$ cat config.mk
export PLATFORM = sky130hd
export DESIGN_NAME = auto_gate_sequencer
export DESIGN_NICKNAME = d
export VERILOG_FILES = /design/src/rtl/core/agseq_pkg.sv /design/src/rtl/core/auto_gate_sequencer.sv /design/src/rtl/core/agseq_cfg.sv /design/src/rtl/core/agseq_cnt.sv /design/src/rtl/core/agseq_seq.sv
export SDC_FILE = /design/constraint.sdc
export NUM_CORES = 1
export LEC_CHECK = 0
export ABC_AREA = 0
export BUFFER_PORTS_ARGS = -buffer_cell sky130_fd_sc_hd__clkbuf_2
export CAP_MARGIN = 10
export CORE_UTILIZATION = 55
export DETAILED_ROUTE_END_ITERATION = 16
export GPL_TIMING_DRIVEN = 0
export PLACE_DENSITY = 0.73
export SYNTH_ARGS = -nofsm -noshare
export SYNTH_HDL_FRONTEND = slang
export SYNTH_SLANG_ARGS = --single-unit
$ cat constraint.sdc
create_clock -name aclk -period 10.1 [get_ports aclk]
set_input_delay 0.505 -clock aclk [delete_from_list [all_inputs] [get_ports aclk]]
set_output_delay 0.505 -clock aclk [all_outputs]
set_load 0.1 [all_outputs]
$ cat src/rtl/core/agseq_pkg.sv
// ----------------------------------------------------------------------------
// agseq_pkg
// Shared types and constants for the automatic gate sequencer.
// ----------------------------------------------------------------------------
package agseq_pkg;

    localparam int S_TDATA_W   = 16;
    localparam int S_TUSER_W   = 2;
    localparam int M_TDATA_W   = 48;
    localparam int CFG_INDEX_W = 3;
    localparam int CFG_DATA_W  = 11;

    // Last millisecond value within one second.
    localparam logic [9:0] MS_LAST = 10'd999;

    typedef enum logic [1:0] {
        REQ_TICK     = 2'd0,
        REQ_GRANT    = 2'd1,
        REQ_REGISTER = 2'd2,
        REQ_NORMAL   = 2'd3
    } req_t;

    typedef enum logic [2:0] {
        MODE_IDLE     = 3'd0,
        MODE_OPENING  = 3'd1,
        MODE_OPEN     = 3'd2,
        MODE_CLOSING  = 3'd3,
        MODE_PAUSED   = 3'd4,
        MODE_BEEPS    = 3'd5,
        MODE_REGISTER = 3'd6
    } mode_t;

    typedef enum logic [1:0] {
        EVT_NONE   = 2'd0,
        EVT_OPENED = 2'd1,
        EVT_CLOSED = 2'd2
    } event_t;

    typedef enum logic [2:0] {
        CFG_AUTO_CLOSE = 3'd0,
        CFG_GRACE      = 3'd1,
        CFG_OPEN_STEP  = 3'd2,
        CFG_CLOSE_STEP = 3'd3,
        CFG_SETTLE     = 3'd4
    } cfg_idx_t;

    typedef struct packed {
        logic [7:0]  auto_close_sec;
        logic [7:0]  sensor_grace_sec;
        logic [7:0]  open_step_ms;
        logic [7:0]  close_step_ms;
        logic [10:0] relay_settle_ms;
    } cfg_t;

    // Counter commands from the sequencer.
    typedef struct packed {
        logic open_clear;
        logic open_tick;
        logic reg_load;
        logic reg_tick;
        logic reg_clear;
    } cnt_ctrl_t;

    // Counter status back to the sequencer.
    typedef struct packed {
        logic close_due;
        logic reg_zero;
    } cnt_flag_t;

endpackage

$ cat src/rtl/core/auto_gate_sequencer.sv
// ----------------------------------------------------------------------------
// auto_gate_sequencer
// Automatic gate controller with an obstruction sensor, one word per event.
// ----------------------------------------------------------------------------
//  Channel   Direction  Handshake            Content
//  s_*       in         s_tvalid/s_tready    tick or request word
//  m_*       out        m_tvalid/m_tready    gate status word, one per input
//  cfg_*     in         cfg_valid/cfg_ready  register index and write data
//
//  Each status word is registered at the edge that accepts its input word and
//  shown from the next cycle on, so a word per cycle is sustained while m_tready
//  is high. s_tready is low only while a status word waits and m_tready is
//  low. The configuration channel is always ready. Reset (aresetn low,
//  synchronous) returns the gate to idle and closed with the default settings.
// ----------------------------------------------------------------------------
module auto_gate_sequencer #(
    parameter int unsigned CLOSED_ANGLE = 180
) (
    input  logic                                aclk,
    input  logic                                aresetn,
    input  logic                                s_tvalid,
    output logic                                s_tready,
    // [0] sensor_active, [12:1] register_timeout_sec, [15:13] zero
    input  logic [agseq_pkg::S_TDATA_W-1:0]     s_tdata,
    // [1:0] req_type
    input  logic [agseq_pkg::S_TUSER_W-1:0]     s_tuser,
    output logic                                m_tvalid,
    input  logic                                m_tready,
    // [2:0] gate_mode, [10:3] servo_angle, [11] relay_on, [12] buzzer_on,
    // [20:13] close_left_sec, [28:21] grace_left_sec,
    // [40:29] register_left_sec, [42:41] gate_event, [47:43] zero
    output logic [agseq_pkg::M_TDATA_W-1:0]     m_tdata,
    input  logic                                cfg_valid,
    output logic                                cfg_ready,
    input  logic [agseq_pkg::CFG_INDEX_W-1:0]   cfg_index,
    input  logic [agseq_pkg::CFG_DATA_W-1:0]    cfg_data
);

    agseq_pkg::cfg_t       cfg;
    agseq_pkg::cnt_ctrl_t  ctrl;
    agseq_pkg::cnt_flag_t  flag;
    agseq_pkg::mode_t      gate_mode;
    agseq_pkg::event_t     gate_event;
    logic [7:0]            servo_angle;
    logic                  relay_on;
    logic                  buzzer_on;
    logic [7:0]            close_left_sec;
    logic [7:0]            grace_left_sec;
    logic [11:0]           register_left_sec;
    logic                  step;
    logic                  is_open;
    logic                  is_reg;

    logic                               m_tvalid_reg, m_tvalid_next;
    logic [agseq_pkg::M_TDATA_W-1:0]    m_tdata_reg, m_tdata_next;

    assign s_tready = !m_tvalid_reg || m_tready;
    assign step     = s_tvalid && s_tready;

    agseq_cfg u_cfg (
        .aclk      (aclk),
        .aresetn   (aresetn),
        .cfg_valid (cfg_valid),
        .cfg_ready (cfg_ready),
        .cfg_index (cfg_index),
        .cfg_data  (cfg_data),
        .cfg       (cfg)
    );

    agseq_seq #(
        .CLOSED_ANGLE (CLOSED_ANGLE)
    ) u_seq (
        .aclk        (aclk),
        .aresetn     (aresetn),
        .step        (step),
        .req         (agseq_pkg::req_t'(s_tuser)),
        .sensor      (s_tdata[0]),
        .cfg         (cfg),
        .flag        (flag),
        .ctrl        (ctrl),
        .gate_mode   (gate_mode),
        .servo_angle (servo_angle),
        .relay_on    (relay_on),
        .buzzer_on   (buzzer_on),
        .gate_event  (gate_event)
    );

    agseq_cnt u_cnt (
        .aclk              (aclk),
        .aresetn           (aresetn),
        .step              (step),
        .ctrl              (ctrl),
        .sensor            (s_tdata[0]),
        .tmo_sec           (s_tdata[12:1]),
        .cfg               (cfg),
        .flag              (flag),
        .close_left_sec    (close_left_sec),
        .grace_left_sec    (grace_left_sec),
        .register_left_sec (register_left_sec)
    );

    // Countdowns are only reported in the mode they belong to.
    assign is_open = gate_mode == agseq_pkg::MODE_OPEN;
    assign is_reg  = gate_mode == agseq_pkg::MODE_REGISTER;

    always_comb begin
        m_tvalid_next = m_tvalid_reg;
        m_tdata_next  = m_tdata_reg;
        if (step) begin
            m_tvalid_next = 1'b1;
            m_tdata_next  = {5'b00000,
                             gate_event,
                             is_reg  ? register_left_sec : 12'd0,
                             is_open ? grace_left_sec    : 8'd0,
                             is_open ? close_left_sec    : 8'd0,
                             buzzer_on,
                             relay_on,
                             servo_angle,
                             gate_mode};
        end else if (m_tready) begin
            m_tvalid_next = 1'b0;
        end
    end

    always_ff @(posedge aclk) begin
        if (!aresetn) begin
            m_tvalid_reg <= 1'b0;
        end else begin
            m_tvalid_reg <= m_tvalid_next;
        end
    end

    always_ff @(posedge aclk) begin
        m_tdata_reg <= m_tdata_next;
    end

    assign m_tvalid = m_tvalid_reg;
    assign m_tdata  = m_tdata_reg;

endmodule

$ cat src/rtl/core/agseq_cfg.sv
// ----------------------------------------------------------------------------
// agseq_cfg
// Configuration register bank, written through its own valid/ready channel.
// ----------------------------------------------------------------------------
module agseq_cfg (
    input  logic                                aclk,
    input  logic                                aresetn,
    input  logic                                cfg_valid,
    output logic                                cfg_ready,
    input  logic [agseq_pkg::CFG_INDEX_W-1:0]   cfg_index,
    input  logic [agseq_pkg::CFG_DATA_W-1:0]    cfg_data,
    output agseq_pkg::cfg_t                     cfg
);

    agseq_pkg::cfg_t cfg_reg;
    agseq_pkg::cfg_t cfg_next;

    assign cfg_ready = 1'b1;
    assign cfg       = cfg_reg;

    always_comb begin
        cfg_next = cfg_reg;
        if (cfg_valid) begin
            case (cfg_index)
                agseq_pkg::CFG_AUTO_CLOSE: cfg_next.auto_close_sec   = cfg_data[7:0];
                agseq_pkg::CFG_GRACE:      cfg_next.sensor_grace_sec = cfg_data[7:0];
                agseq_pkg::CFG_OPEN_STEP:  cfg_next.open_step_ms     = cfg_data[7:0];
                agseq_pkg::CFG_CLOSE_STEP: cfg_next.close_step_ms    = cfg_data[7:0];
                agseq_pkg::CFG_SETTLE:     cfg_next.relay_settle_ms  = cfg_data;
                default: ;
            endcase
        end
    end

    always_ff @(posedge aclk) begin
        if (!aresetn) begin
            cfg_reg.auto_close_sec   <= 8'd15;
            cfg_reg.sensor_grace_sec <= 8'd5;
            cfg_reg.open_step_ms     <= 8'd15;
            cfg_reg.close_step_ms    <= 8'd25;
            cfg_reg.relay_settle_ms  <= 11'd500;
        end else begin
            cfg_reg <= cfg_next;
        end
    end

endmodule

$ cat src/rtl/core/agseq_cnt.sv
// ----------------------------------------------------------------------------
// agseq_cnt
// Open-time, sensor-idle and register-mode counters, kept as seconds plus
// milliseconds so that the second counts come out without a divider.
// ----------------------------------------------------------------------------
module agseq_cnt (
    input  logic                  aclk,
    input  logic                  aresetn,
    input  logic                  step,
    input  agseq_pkg::cnt_ctrl_t  ctrl,
    input  logic                  sensor,
    input  logic [11:0]           tmo_sec,
    input  agseq_pkg::cfg_t       cfg,
    output agseq_pkg::cnt_flag_t  flag,
    output logic [7:0]            close_left_sec,
    output logic [7:0]            grace_left_sec,
    output logic [11:0]           register_left_sec
);

    // The up-counting second counts saturate once the top bit is set, which is beyond any limit.
    logic [8:0]  oe_s_reg, oe_s_next, oe_s_inc;
    logic [9:0]  oe_m_reg, oe_m_next, oe_m_inc;
    logic [8:0]  ss_s_reg, ss_s_next, ss_s_inc;
    logic [9:0]  ss_m_reg, ss_m_next, ss_m_inc;
    logic [11:0] rg_s_reg, rg_s_next;
    logic [9:0]  rg_m_reg, rg_m_next;

    always_comb begin
        oe_s_inc = oe_s_reg;
        oe_m_inc = oe_m_reg;
        if (!oe_s_reg[8]) begin
            if (oe_m_reg == agseq_pkg::MS_LAST) begin
                oe_m_inc = '0;
                oe_s_inc = oe_s_reg + 9'd1;
            end else begin
                oe_m_inc = oe_m_reg + 10'd1;
            end
        end
        ss_s_inc = ss_s_reg;
        ss_m_inc = ss_m_reg;
        if (!ss_s_reg[8]) begin
            if (ss_m_reg == agseq_pkg::MS_LAST) begin
                ss_m_inc = '0;
                ss_s_inc = ss_s_reg + 9'd1;
            end else begin
                ss_m_inc = ss_m_reg + 10'd1;
            end
        end
    end

    assign flag.close_due = !sensor
                            && (oe_s_inc >= {1'b0, cfg.auto_close_sec})
                            && (ss_s_inc >= {1'b0, cfg.sensor_grace_sec});
    assign flag.reg_zero  = (rg_s_reg == '0) && (rg_m_reg == '0);

    always_comb begin
        oe_s_next = oe_s_reg;
        oe_m_next = oe_m_reg;
        ss_s_next = ss_s_reg;
        ss_m_next = ss_m_reg;
        rg_s_next = rg_s_reg;
        rg_m_next = rg_m_reg;
        if (step) begin
            if (ctrl.open_clear) begin
                oe_s_next = '0;
                oe_m_next = '0;
                ss_s_next = '0;
                ss_m_next = '0;
            end else if (ctrl.open_tick) begin
                oe_s_next = oe_s_inc;
                oe_m_next = oe_m_inc;
                ss_s_next = sensor ? 9'd0 : ss_s_inc;
                ss_m_next = sensor ? 10'd0 : ss_m_inc;
            end
            if (ctrl.reg_load) begin
                rg_s_next = tmo_sec;
                rg_m_next = '0;
            end else if (ctrl.reg_clear) begin
                rg_s_next = '0;
                rg_m_next = '0;
            end else if (ctrl.reg_tick && !flag.reg_zero) begin
                if (rg_m_reg == '0) begin
                    rg_s_next = rg_s_reg - 12'd1;
                    rg_m_next = agseq_pkg::MS_LAST;
                end else begin
                    rg_m_next = rg_m_reg - 10'd1;
                end
            end
        end
    end

    // A partial second rounds up, so the ceiling is simply limit minus whole seconds.
    assign close_left_sec = (oe_s_next < {1'b0, cfg.auto_close_sec})
                            ? cfg.auto_close_sec - oe_s_next[7:0] : 8'd0;
    assign grace_left_sec = (ss_s_next < {1'b0, cfg.sensor_grace_sec})
                            ? cfg.sensor_grace_sec - ss_s_next[7:0] : 8'd0;
    assign register_left_sec = rg_s_next;

    always_ff @(posedge aclk) begin
        if (!aresetn) begin
            oe_s_reg <= '0;
            oe_m_reg <= '0;
            ss_s_reg <= '0;
            ss_m_reg <= '0;
            rg_s_reg <= '0;
            rg_m_reg <= '0;
        end else begin
            oe_s_reg <= oe_s_next;
            oe_m_reg <= oe_m_next;
            ss_s_reg <= ss_s_next;
            ss_m_reg <= ss_m_next;
            rg_s_reg <= rg_s_next;
            rg_m_reg <= rg_m_next;
        end
    end

endmodule

$ cat src/rtl/core/agseq_seq.sv
// ----------------------------------------------------------------------------
// agseq_seq
// Gate sequencer: open and close phases, servo ramp, relay and buzzer levels.
// ----------------------------------------------------------------------------
module agseq_seq #(
    parameter int unsigned CLOSED_ANGLE = 180
) (
    input  logic                  aclk,
    input  logic                  aresetn,
    input  logic                  step,
    input  agseq_pkg::req_t       req,
    input  logic                  sensor,
    input  agseq_pkg::cfg_t       cfg,
    input  agseq_pkg::cnt_flag_t  flag,
    output agseq_pkg::cnt_ctrl_t  ctrl,
    output agseq_pkg::mode_t      gate_mode,
    output logic [7:0]            servo_angle,
    output logic                  relay_on,
    output logic                  buzzer_on,
    output agseq_pkg::event_t     gate_event
);

    localparam logic [7:0]  ANGLE_CLOSED   = 8'(CLOSED_ANGLE);
    localparam logic [11:0] CHIRP_MS       = 12'd20;
    localparam logic [11:0] BEEP_ON_MS     = 12'd100;
    localparam logic [11:0] BEEP_PERIOD_MS = 12'd150;

    typedef enum logic [11:0] {
        ST_IDLE      = 12'b0000_0000_0001,
        ST_OP_PRE    = 12'b0000_0000_0010,
        ST_OP_RAMP   = 12'b0000_0000_0100,
        ST_OP_POST   = 12'b0000_0000_1000,
        ST_OPEN      = 12'b0000_0001_0000,
        ST_CL_PRE    = 12'b0000_0010_0000,
        ST_CL_RELAY  = 12'b0000_0100_0000,
        ST_CL_WAIT   = 12'b0000_1000_0000,
        ST_CL_RESUME = 12'b0001_0000_0000,
        ST_PAUSED    = 12'b0010_0000_0000,
        ST_BEEPS     = 12'b0100_0000_0000,
        ST_REGISTER  = 12'b1000_0000_0000
    } state_t;

    // Multiple of 15 test: a * 137 >> 11 is the exact quotient for 8-bit a.
    function automatic logic is_mult15(input logic [7:0] a);
        logic [15:0] prod;
        logic [7:0]  back;
        prod = 16'(a) * 16'd137;
        back = {3'b000, prod[15:11]} * 8'd15;
        return back == a;
    endfunction

    function automatic agseq_pkg::mode_t mode_of(input state_t s);
        case (s)
            ST_OP_PRE, ST_OP_RAMP, ST_OP_POST:            return agseq_pkg::MODE_OPENING;
            ST_OPEN:                                      return agseq_pkg::MODE_OPEN;
            ST_CL_PRE, ST_CL_RELAY, ST_CL_WAIT, ST_CL_RESUME:
                                                          return agseq_pkg::MODE_CLOSING;
            ST_PAUSED:                                    return agseq_pkg::MODE_PAUSED;
            ST_BEEPS:                                     return agseq_pkg::MODE_BEEPS;
            ST_REGISTER:                                  return agseq_pkg::MODE_REGISTER;
            default:                                      return agseq_pkg::MODE_IDLE;
        endcase
    endfunction

    state_t      state_reg, state_next;
    logic [7:0]  angle_reg, angle_next;
    logic [7:0]  pos_reg, pos_next;
    logic [11:0] timer_reg, timer_next;
    logic        relay_reg, relay_next;
    logic        buzz_reg, buzz_next;
    logic [1:0]  beep_reg, beep_next;

    logic [11:0] timer_inc;
    logic        settle_done;
    logic        chirp_now;
    logic [8:0]  close_total;
    logic [1:0]  beep_inc;
    logic [7:0]  write_pos;
    logic        do_check;
    logic        do_write;
    agseq_pkg::event_t evt;

    assign timer_inc   = timer_reg + 12'd1;
    assign settle_done = timer_inc >= {1'b0, cfg.relay_settle_ms};
    assign chirp_now   = is_mult15(angle_reg);
    assign close_total = {1'b0, cfg.close_step_ms} + (chirp_now ? 9'(CHIRP_MS) : 9'd0);
    assign beep_inc    = beep_reg + 2'd1;

    // The pending degree: the current one after the relay settles, the held one
    // after a pause, otherwise one step further towards closed.
    always_comb begin
        case (state_reg)
            ST_CL_RELAY:  write_pos = angle_reg;
            ST_CL_RESUME: write_pos = pos_reg;
            default:      write_pos = angle_reg + 8'd1;
        endcase
    end

    always_comb begin
        state_next = state_reg;
        angle_next = angle_reg;
        pos_next   = pos_reg;
        timer_next = timer_reg;
        relay_next = relay_reg;
        buzz_next  = buzz_reg;
        beep_next  = beep_reg;
        ctrl       = '0;
        evt        = agseq_pkg::EVT_NONE;
        do_check   = 1'b0;
        do_write   = 1'b0;
        if (step) begin
            case (req)
                agseq_pkg::REQ_TICK: begin
                    case (state_reg)
                        ST_OP_PRE: begin
                            timer_next = timer_inc;
                            if (settle_done) begin
                                state_next = ST_OP_RAMP;
                                timer_next = '0;
                            end
                        end
                        ST_OP_RAMP: begin
                            timer_next = timer_inc;
                            if (timer_inc >= {4'b0000, cfg.open_step_ms}) begin
                                timer_next = '0;
                                if (angle_reg == '0) begin
                                    state_next = ST_OP_POST;
                                end else begin
                                    angle_next = angle_reg - 8'd1;
                                end
                            end
                        end
                        ST_OP_POST: begin
                            timer_next = timer_inc;
                            if (settle_done) begin
                                relay_next      = 1'b0;
                                state_next      = ST_OPEN;
                                timer_next      = '0;
                                ctrl.open_clear = 1'b1;
                                evt             = agseq_pkg::EVT_OPENED;
                            end
                        end
                        ST_OPEN: begin
                            ctrl.open_tick = 1'b1;
                            buzz_next      = sensor;
                            if (flag.close_due) begin
                                state_next = ST_CL_PRE;
                                timer_next = '0;
                            end
                        end
                        ST_CL_PRE: begin
                            timer_next = timer_inc;
                            if (settle_done) begin
                                relay_next = 1'b1;
                                state_next = ST_CL_RELAY;
                                timer_next = '0;
                            end
                        end
                        ST_CL_RELAY: begin
                            timer_next = timer_inc;
                            do_check   = settle_done;
                        end
                        ST_CL_RESUME: begin
                            timer_next = timer_inc;
                            do_write   = settle_done;
                        end
                        ST_CL_WAIT: begin
                            timer_next = timer_inc;
                            buzz_next  = chirp_now && (timer_inc < CHIRP_MS);
                            if (timer_inc >= {3'b000, close_total}) begin
                                timer_next = '0;
                                if (angle_reg >= ANGLE_CLOSED) begin
                                    relay_next = 1'b0;
                                    state_next = ST_BEEPS;
                                    beep_next  = '0;
                                    buzz_next  = 1'b1;
                                    evt        = agseq_pkg::EVT_CLOSED;
                                end else begin
                                    do_check = 1'b1;
                                end
                            end
                        end
                        ST_PAUSED: begin
                            if (!sensor) begin
                                buzz_next  = 1'b0;
                                relay_next = 1'b1;
                                state_next = ST_CL_RESUME;
                                timer_next = '0;
                            end
                        end
                        ST_BEEPS: begin
                            timer_next = timer_inc;
                            buzz_next  = timer_inc < BEEP_ON_MS;
                            if (timer_inc >= BEEP_PERIOD_MS) begin
                                timer_next = '0;
                                beep_next  = beep_inc;
                                buzz_next  = 1'b1;
                                if (beep_inc >= 2'd2) begin
                                    beep_next  = '0;
                                    buzz_next  = 1'b0;
                                    state_next = ST_IDLE;
                                end
                            end
                        end
                        ST_REGISTER: begin
                            ctrl.reg_tick = 1'b1;
                            if (flag.reg_zero) begin
                                state_next = ST_IDLE;
                            end
                        end
                        default: ;
                    endcase
                end
                agseq_pkg::REQ_GRANT: begin
                    if (state_reg == ST_IDLE || state_reg == ST_OPEN
                            || state_reg == ST_REGISTER) begin
                        state_next     = ST_OP_PRE;
                        timer_next     = '0;
                        relay_next     = 1'b1;
                        ctrl.reg_clear = 1'b1;
                    end
                end
                agseq_pkg::REQ_REGISTER: begin
                    if (state_reg == ST_IDLE || state_reg == ST_REGISTER) begin
                        state_next    = ST_REGISTER;
                        ctrl.reg_load = 1'b1;
                    end
                end
                default: begin
                    if (state_reg == ST_REGISTER) begin
                        state_next     = ST_IDLE;
                        ctrl.reg_clear = 1'b1;
                    end
                end
            endcase
            // An object in the way stops the ramp before the degree is written.
            if (do_check && sensor) begin
                pos_next   = write_pos;
                state_next = ST_PAUSED;
                relay_next = 1'b0;
                buzz_next  = 1'b1;
            end else if (do_check || do_write) begin
                pos_next   = write_pos;
                angle_next = write_pos;
                state_next = ST_CL_WAIT;
                timer_next = '0;
                buzz_next  = is_mult15(write_pos);
            end
        end
    end

    assign gate_mode   = mode_of(state_next);
    assign servo_angle = angle_next;
    assign relay_on    = relay_next;
    assign buzzer_on   = buzz_next;
    assign gate_event  = evt;

    always_ff @(posedge aclk) begin
        if (!aresetn) begin
            state_reg <= ST_IDLE;
            angle_reg <= ANGLE_CLOSED;
            pos_reg   <= '0;
            timer_reg <= '0;
            relay_reg <= 1'b0;
            buzz_reg  <= 1'b0;
            beep_reg  <= '0;
        end else begin
            state_reg <= state_next;
            angle_reg <= angle_next;
            pos_reg   <= pos_next;
            timer_reg <= timer_next;
            relay_reg <= relay_next;
            buzz_reg  <= buzz_next;
            beep_reg  <= beep_next;
        end
    end

endmodule

# Word level (Yosys, flattened, before mapping)
# Cells that the tools add are included.
dict set report totals {
  regBits 191
  word_cells 257
  out_inout_bits 51
  input_bits 37
}
dict set report classes {
  add_sub_neg 13
  reduce_logical 42
  multipliers 4
  n_lt_le_gt_ge 12
  eq_ne 40
  muxes 122
}
# operator n
set op_table {}
lappend op_table {{12-bit 2-to-1 mux} 32}
lappend op_table {{10-bit 2-to-1 mux} 13}
lappend op_table {{12-bit case mux with 9 select lines} 1}
lappend op_table {{9-bit 2-to-1 mux} 11}
lappend op_table {{12-bit case mux with 7 select lines} 1}
lappend op_table {{8-bit 2-to-1 mux} 9}
lappend op_table {{12-bit case mux with 3 select lines} 1}
lappend op_table {{1-bit 2-to-1 mux} 35}
lappend op_table {{8-bit by 8-bit multiplier with 16-bit output, second input constant} 2}
lappend op_table {{12-bit by 10-bit equality test with 1-bit output, second input constant} 2}
lappend op_table {{12-bit by 11-bit equality test with 1-bit output, second input constant} 2}
lappend op_table {{12-bit equality test, second input constant} 2}
lappend op_table {{12-bit by 2-bit equality test with 1-bit output, second input constant} 2}
lappend op_table {{12-bit by 3-bit equality test with 1-bit output, second input constant} 2}
lappend op_table {{12-bit by 4-bit equality test with 1-bit output, second input constant} 2}
lappend op_table {{12-bit by 5-bit equality test with 1-bit output, second input constant} 2}
lappend op_table {{12-bit by 6-bit equality test with 1-bit output, second input constant} 2}
lappend op_table {{12-bit by 7-bit equality test with 1-bit output, second input constant} 2}
lappend op_table {{12-bit by 8-bit equality test with 1-bit output, second input constant} 2}
lappend op_table {{12-bit by 9-bit equality test with 1-bit output, second input constant} 2}
lappend op_table {{12-bit case mux with 2 select lines} 1}
lappend op_table {{10-bit by 1-bit adder with 10-bit output, second input constant} 2}
lappend op_table {{10-bit equality test, second input constant} 2}
lappend op_table {{9-bit by 1-bit adder with 9-bit output, second input constant} 2}
lappend op_table {{other kinds (52)} 99}

# Depth between registers and ports, before layout
dict set report depth {
  ltp_word 19
  ltp_mapped 41
  mapped_depth_nobuf 39
}

# Modules after synthesis
# From an unflattened synthesis, not the netlist that was laid out.
dict set report unflattened {
  hier_cells 1769
  hier_area_um2 15073.2
}
# module seq_area_each_um2 n_inst cells_each area_each_um2
set by_module_without_submodules {}
lappend by_module_without_submodules {agseq_seq 880.8 1 866 6687.7}
lappend by_module_without_submodules {agseq_cnt 1201.2 1 647 5023.6}
lappend by_module_without_submodules {agseq_cfg 860.8 1 170 1742.9}
lappend by_module_without_submodules {auto_gate_sequencer 1311.3 1 86 1619.1}

# Worst setup path before layout
# No wires, ideal clock.
dict set report synth_timing {
  path_type {register -> register}
  start {register u_seq.angle_reg[0]}
  end {register m_tdata_reg (netlist bit m_tdata[31]) (data pin)}
  arrival_time_ps 8599
  t_required_ps 9835
  slack_ps 1236
  setup_ps 265
  n_path_buf 1
  synth_period_minus_slack_ps 8864
  stages_incl_launch_ff 37
  cell_sequence {dfxtp_1 > ha_1 > ha_1 > ha_1 > ha_1 > nor2b_1 > o21ai_0 > a21oi_1 > a21oi_1 > o21bai_1 > xor2_1 > inv_1 > fa_1 > fa_1 > inv_1 > ha_1 > a21o_1 > a21o_1 > xnor2_1 > or4_1 > nor3_1 > ha_1 > a31oi_1 > nor2_1 > xnor2_1 > ha_1 > a21oi_1 > o21ai_0 > a221oi_1 > o21ai_0 > o21ai_0 > nor4_1 > o211ai_1 > nor4_4 > nand4_1 > buf_2 > nor2_1}
}
dict set report synth_via {
  elab_chain_cells 18
  elab_cells_between_ends 39
  cone_classes {add/sub (1); mul (2); order compare (2); eq/ne (13); mux (16); reduce/logical (5)}
}
# item line
set synth_lines {}
lappend synth_lines {{start, declared} agseq_seq.sv:66} ;# logic [7:0] angle_reg, angle_next;
lappend synth_lines {{start signal, assigned} agseq_seq.sv:269} ;# angle_reg <= angle_next;
lappend synth_lines {{8-bit by 8-bit multiplier with 16-bit output} agseq_seq.sv:47} ;# prod = 16'(a) * 16'd137;
lappend synth_lines {{5-bit by 4-bit multiplier with 8-bit output} agseq_seq.sv:48} ;# back = {3'b000, prod[15:11]} * 8'd15;
lappend synth_lines {{8-bit equality test} agseq_seq.sv:49} ;# return back == a;
lappend synth_lines {{5-bit 2-to-1 mux} agseq_seq.sv:86} ;# assign close_total = {1'b0, cfg.close_step_ms} + (chirp_now ? 9'(CHIRP_MS) : 9'd0);
lappend synth_lines {{8-bit by 9-bit adder with 9-bit output} agseq_seq.sv:86}
lappend synth_lines {{12-bit by 9-bit greater-or-equal comparator with 1-bit output} agseq_seq.sv:170} ;# if (timer_inc >= {3'b000, close_total}) begin
lappend synth_lines {{1-bit 2-to-1 mux} agseq_seq.sv:170}
lappend synth_lines {{1-bit case mux with 2 select lines} agseq_seq.sv:114} ;# case (state_reg)
lappend synth_lines {{(+2 left out)} --}
lappend synth_lines {{1-bit logical OR} agseq_seq.sv:242} ;# end else if (do_check || do_write) begin
lappend synth_lines {{12-bit 2-to-1 mux} agseq_seq.sv:242}
lappend synth_lines {{12-bit 2-to-1 mux (*)} agseq_seq.sv:237} ;# if (do_check && sensor) begin
lappend synth_lines {{12-bit 2-to-1 mux (*)} agseq_seq.sv:111} ;# if (step) begin
lappend synth_lines {{12-bit by 6-bit equality test with 1-bit output (tied with other cells)} agseq_seq.sv:53} ;# case (s)
lappend synth_lines {{4-bit OR reduction or 3-bit OR reduction (tied branches)} agseq_seq.sv:53}
lappend synth_lines {{3-bit case mux with 6 select lines (*)} agseq_seq.sv:53}
lappend synth_lines {{3-bit equality test (*)} auto_gate_sequencer.sv:104} ;# assign is_reg = gate_mode == agseq_pkg::MODE_REGISTER;
lappend synth_lines {{end signal, assigned} auto_gate_sequencer.sv:134} ;# m_tdata_reg <= m_tdata_next;
lappend synth_lines {{end, declared} auto_gate_sequencer.sv:55} ;# logic [agseq_pkg::M_TDATA_W-1:0] m_tdata_reg, m_tdata_next;
# Mark *: on every way between the ends. The rest lies on a longest branch, timed or not. The select of a mux whose other input is x is not followed.
# A chain may end at the register's enable or synchronous reset.

# Final worst setup path
dict set report layout_timing {
  start {register u_seq.angle_reg[0]}
  end {register m_tdata_reg (netlist bit m_tdata[39]) (data pin)}
}
# The elaborated chain is that of the path after synthesis.

==> impl_results.md <==
- Unrepaired setup endpoints after global routing: no
- WL/cell: between 15 and 20 µm
- Worst reg2reg path depth: 37
- Placed cell areas: 15500 µm²
- Via/cell ratio: between 6 and 7
- CTS Hold Bufs: 0
- Clock sinks: 191
- CTS tree: yes
- Crit Path Class: flip-flop to flip-flop
- Final hold vios: 0
- # rows: slightly below 60
- Main flop type after synthesis: dfxtp_1
- Vias: between 10000 and 15000
- WL final: ~41000 µm
- Worst hold path type: input port to flip-flop
- Most frequent cell after synthesis: nor2_1
- Die area: 27300 µm²
- IO buf count: between 70 and 80
- Clock Pin Slew Worst Setup and Hold Paths: 90 ps
- Leakage power: just under 7 nW
- Root Buffer: clkbuf_16
- Setup TNS: 0 ps
- Crit path time final: 9600 ps
- Critical Path RT: 10400 ps
- Share of layout cells above drive strength 1: 0.105
- Drt pass-1 iters: 7
- H-tree Lvls: 4
- Slew HR: 0.305
- Synth-to-Final Area Change: 10.7%
- Core Util, Final: 0.622
- First-pass GRT wire length: 66200 µm
- Initial antenna violation count: 1
- Post-Syn Area: between 10000 and 15000 µm²
- CP endpoint kind: flip-flop
- Pwr per Cell Area: approximately 110 nW/µm²
- Post-synth cell types: about 90
- Cells taking the most area after synthesis: dfxtp_1, ha_1, edfxtp_1
- CTS Buf Count: 17
- Total power: 1.77 mW
- CORE AREA: 26100 µm²
- Clk_lat worst skew: approximately 450 ps
- Final instance area: 16200 µm²
- Crit start category: flip-flop
- ANT nets after route: 0
- Pin count of the biggest net entering global routing: 28
- Average cell area after synthesis: 8.33 µm²
- Post-Layout Cell Count: 2215
- Slew Viols, Final: 0
- Arr. time, crit path: 9900 ps
- Fmax: around 100 MHz
- Slew @ Worst Pin: 1030 ps
- Vias in the first global route: ~13000
- Longest Clk Path Bufs: 2
- Status: finished clean
- Fillers: 2339
- Seq/Total Area, Yosys: 0.291
- Post-synth ARST share: 0
- Tot GR Track Use: 0.310
- IO Pins: 88
- Maxcap violations: 0
- Crit-path max FO: 10
- Post-DP HPWL: 31500 µm
- Post-placement cell count: 2177
- Post-synth top area share: 0.203
- Post-Synthesis Cells: 1757
- Final setup viols: 0
- Peak supply drop: 0.000104 V
- Most common library cells after synthesis: nor2_1, nand2_1, ha_1
- Hold Crit Depth: 3
- Starting Density: 0.561
- RePlAce Congestion: 0.979
- Synthesis-stage register bit count: 191
- Initial DRC count: just over 1000
- Top cell by count, worst path: ha_1
- Post-synth EDFFs: 43
- Final period util: 0.951
- DR DRC count: 0
- Nets: roughly 2100
- Total global routing overflow: 0
- Warnings from Yosys: 0
- Worst Skew: 23.8 ps
- CP max stage delay: 680 ps
- Synth area leader: dfxtp_1
- Die Wd: 165 µm
- Worst-path cell with the longest stage delay: a2111oi_0
- DIE HEIGHT: 165 µm
## power breakdown
group | internal, mW | switching (mW) | leakage (nW)
Clock | 0.357 | 0.348 | 0.303
Sequential | 0.798 | 0.0102 | 1.62
Combinational | 0.0640 | 0.194 | 4.81
## routing by layer
layer,global-route usage,routed length (µm),vias up
met4,0.133,1580,0
met1,0.398,17700,6291
met5,0,0,-
li1,-,-,6535
met3,0.0432,2760,99
met2,0.517,19000,516
## critical path: cells and delay by family (launching register included)
family	cells	cell delay [ps]
flops	1	460
simple gates	8	1740
fa+ha+maj	9	3110
xor+xnor	3	460
buf+inv	4	650
compound gates	13	3020
## cells in the final DEF (no fill, tap or decap), drive strengths merged, types with 17 or more instances in the layout
master,synthesis,layout
inv,113,121
nand4,34,34
clkbuf,52,147
nand2,169,169
a211oi,17,17
a21oi,95,95
buf,29,39
o211ai,26,26
edfxtp,43,43
nand3,47,47
nor2,176,176
ha,166,166
and3,19,19
dfxtp,148,148
a21o,24,24
and2,19,19
o21a,19,19
a22oi,20,20
xnor2,66,66
nor4,36,36
nor2b,28,28
nand2b,18,18
nor3,52,52
xor2,42,42
o21ai,90,90
## kinds of logic after synthesis
kind of cell             synth area share
flip-flops                          0.291
multiplexers                      0.00701
AO/OA/AOI/OAI                       0.181
AND/OR/NAND/NOR                     0.241
buffers and inverters              0.0538
XOR/XNOR                           0.0662
adder cells (fa/ha/maj)             0.160
other                            0.000513
## path summary, 6_finish.rpt
path,from,slack (ps),to
setup / recovery,u_seq.angle_reg[0],500,m_tdata[39]
hold / removal,cfg_data[9],270,u_cfg.cfg[9]
setup reg to reg,u_seq.angle_reg[0],500,m_tdata[39]
hold reg to reg,u_cfg.cfg[12],460,u_cfg.cfg[12]
## cell type report
| type | instances | area (µm²) | area share |
|---|---|---|---|
| clock inverters | 13 | 156 | 0.00965 |
| repair buffers | 86 | 458 | 0.0283 |
| diodes | 1 | 2.50 | 0.000154 |
| flip-flops and latches | 191 | 4260 | 0.263 |
| multi-input cells | 1375 | 9650 | 0.596 |
| plain buffers | 81 | 360 | 0.0222 |
| well taps | 335 | 419 | 0.0259 |
| clock buffers | 19 | 464 | 0.0287 |
| inverters | 114 | 428 | 0.0264 |
## through the flow
stage	hold WS [ps]	setup WS, ps
floorplan	428	1240
global route	284	83.3
finish	275	499
CTS	264	7.62
detailed placement	449	-564
global placement	436	-337
## what timing repair did
action                     4_1_cts  5_1_grt
cloned                           0        0
setup endpoints to repair       42       53
gates resized for setup          4       10
pin swaps                        3        1
setup buffers                    4        1
(Power assumes the default switching activity.)
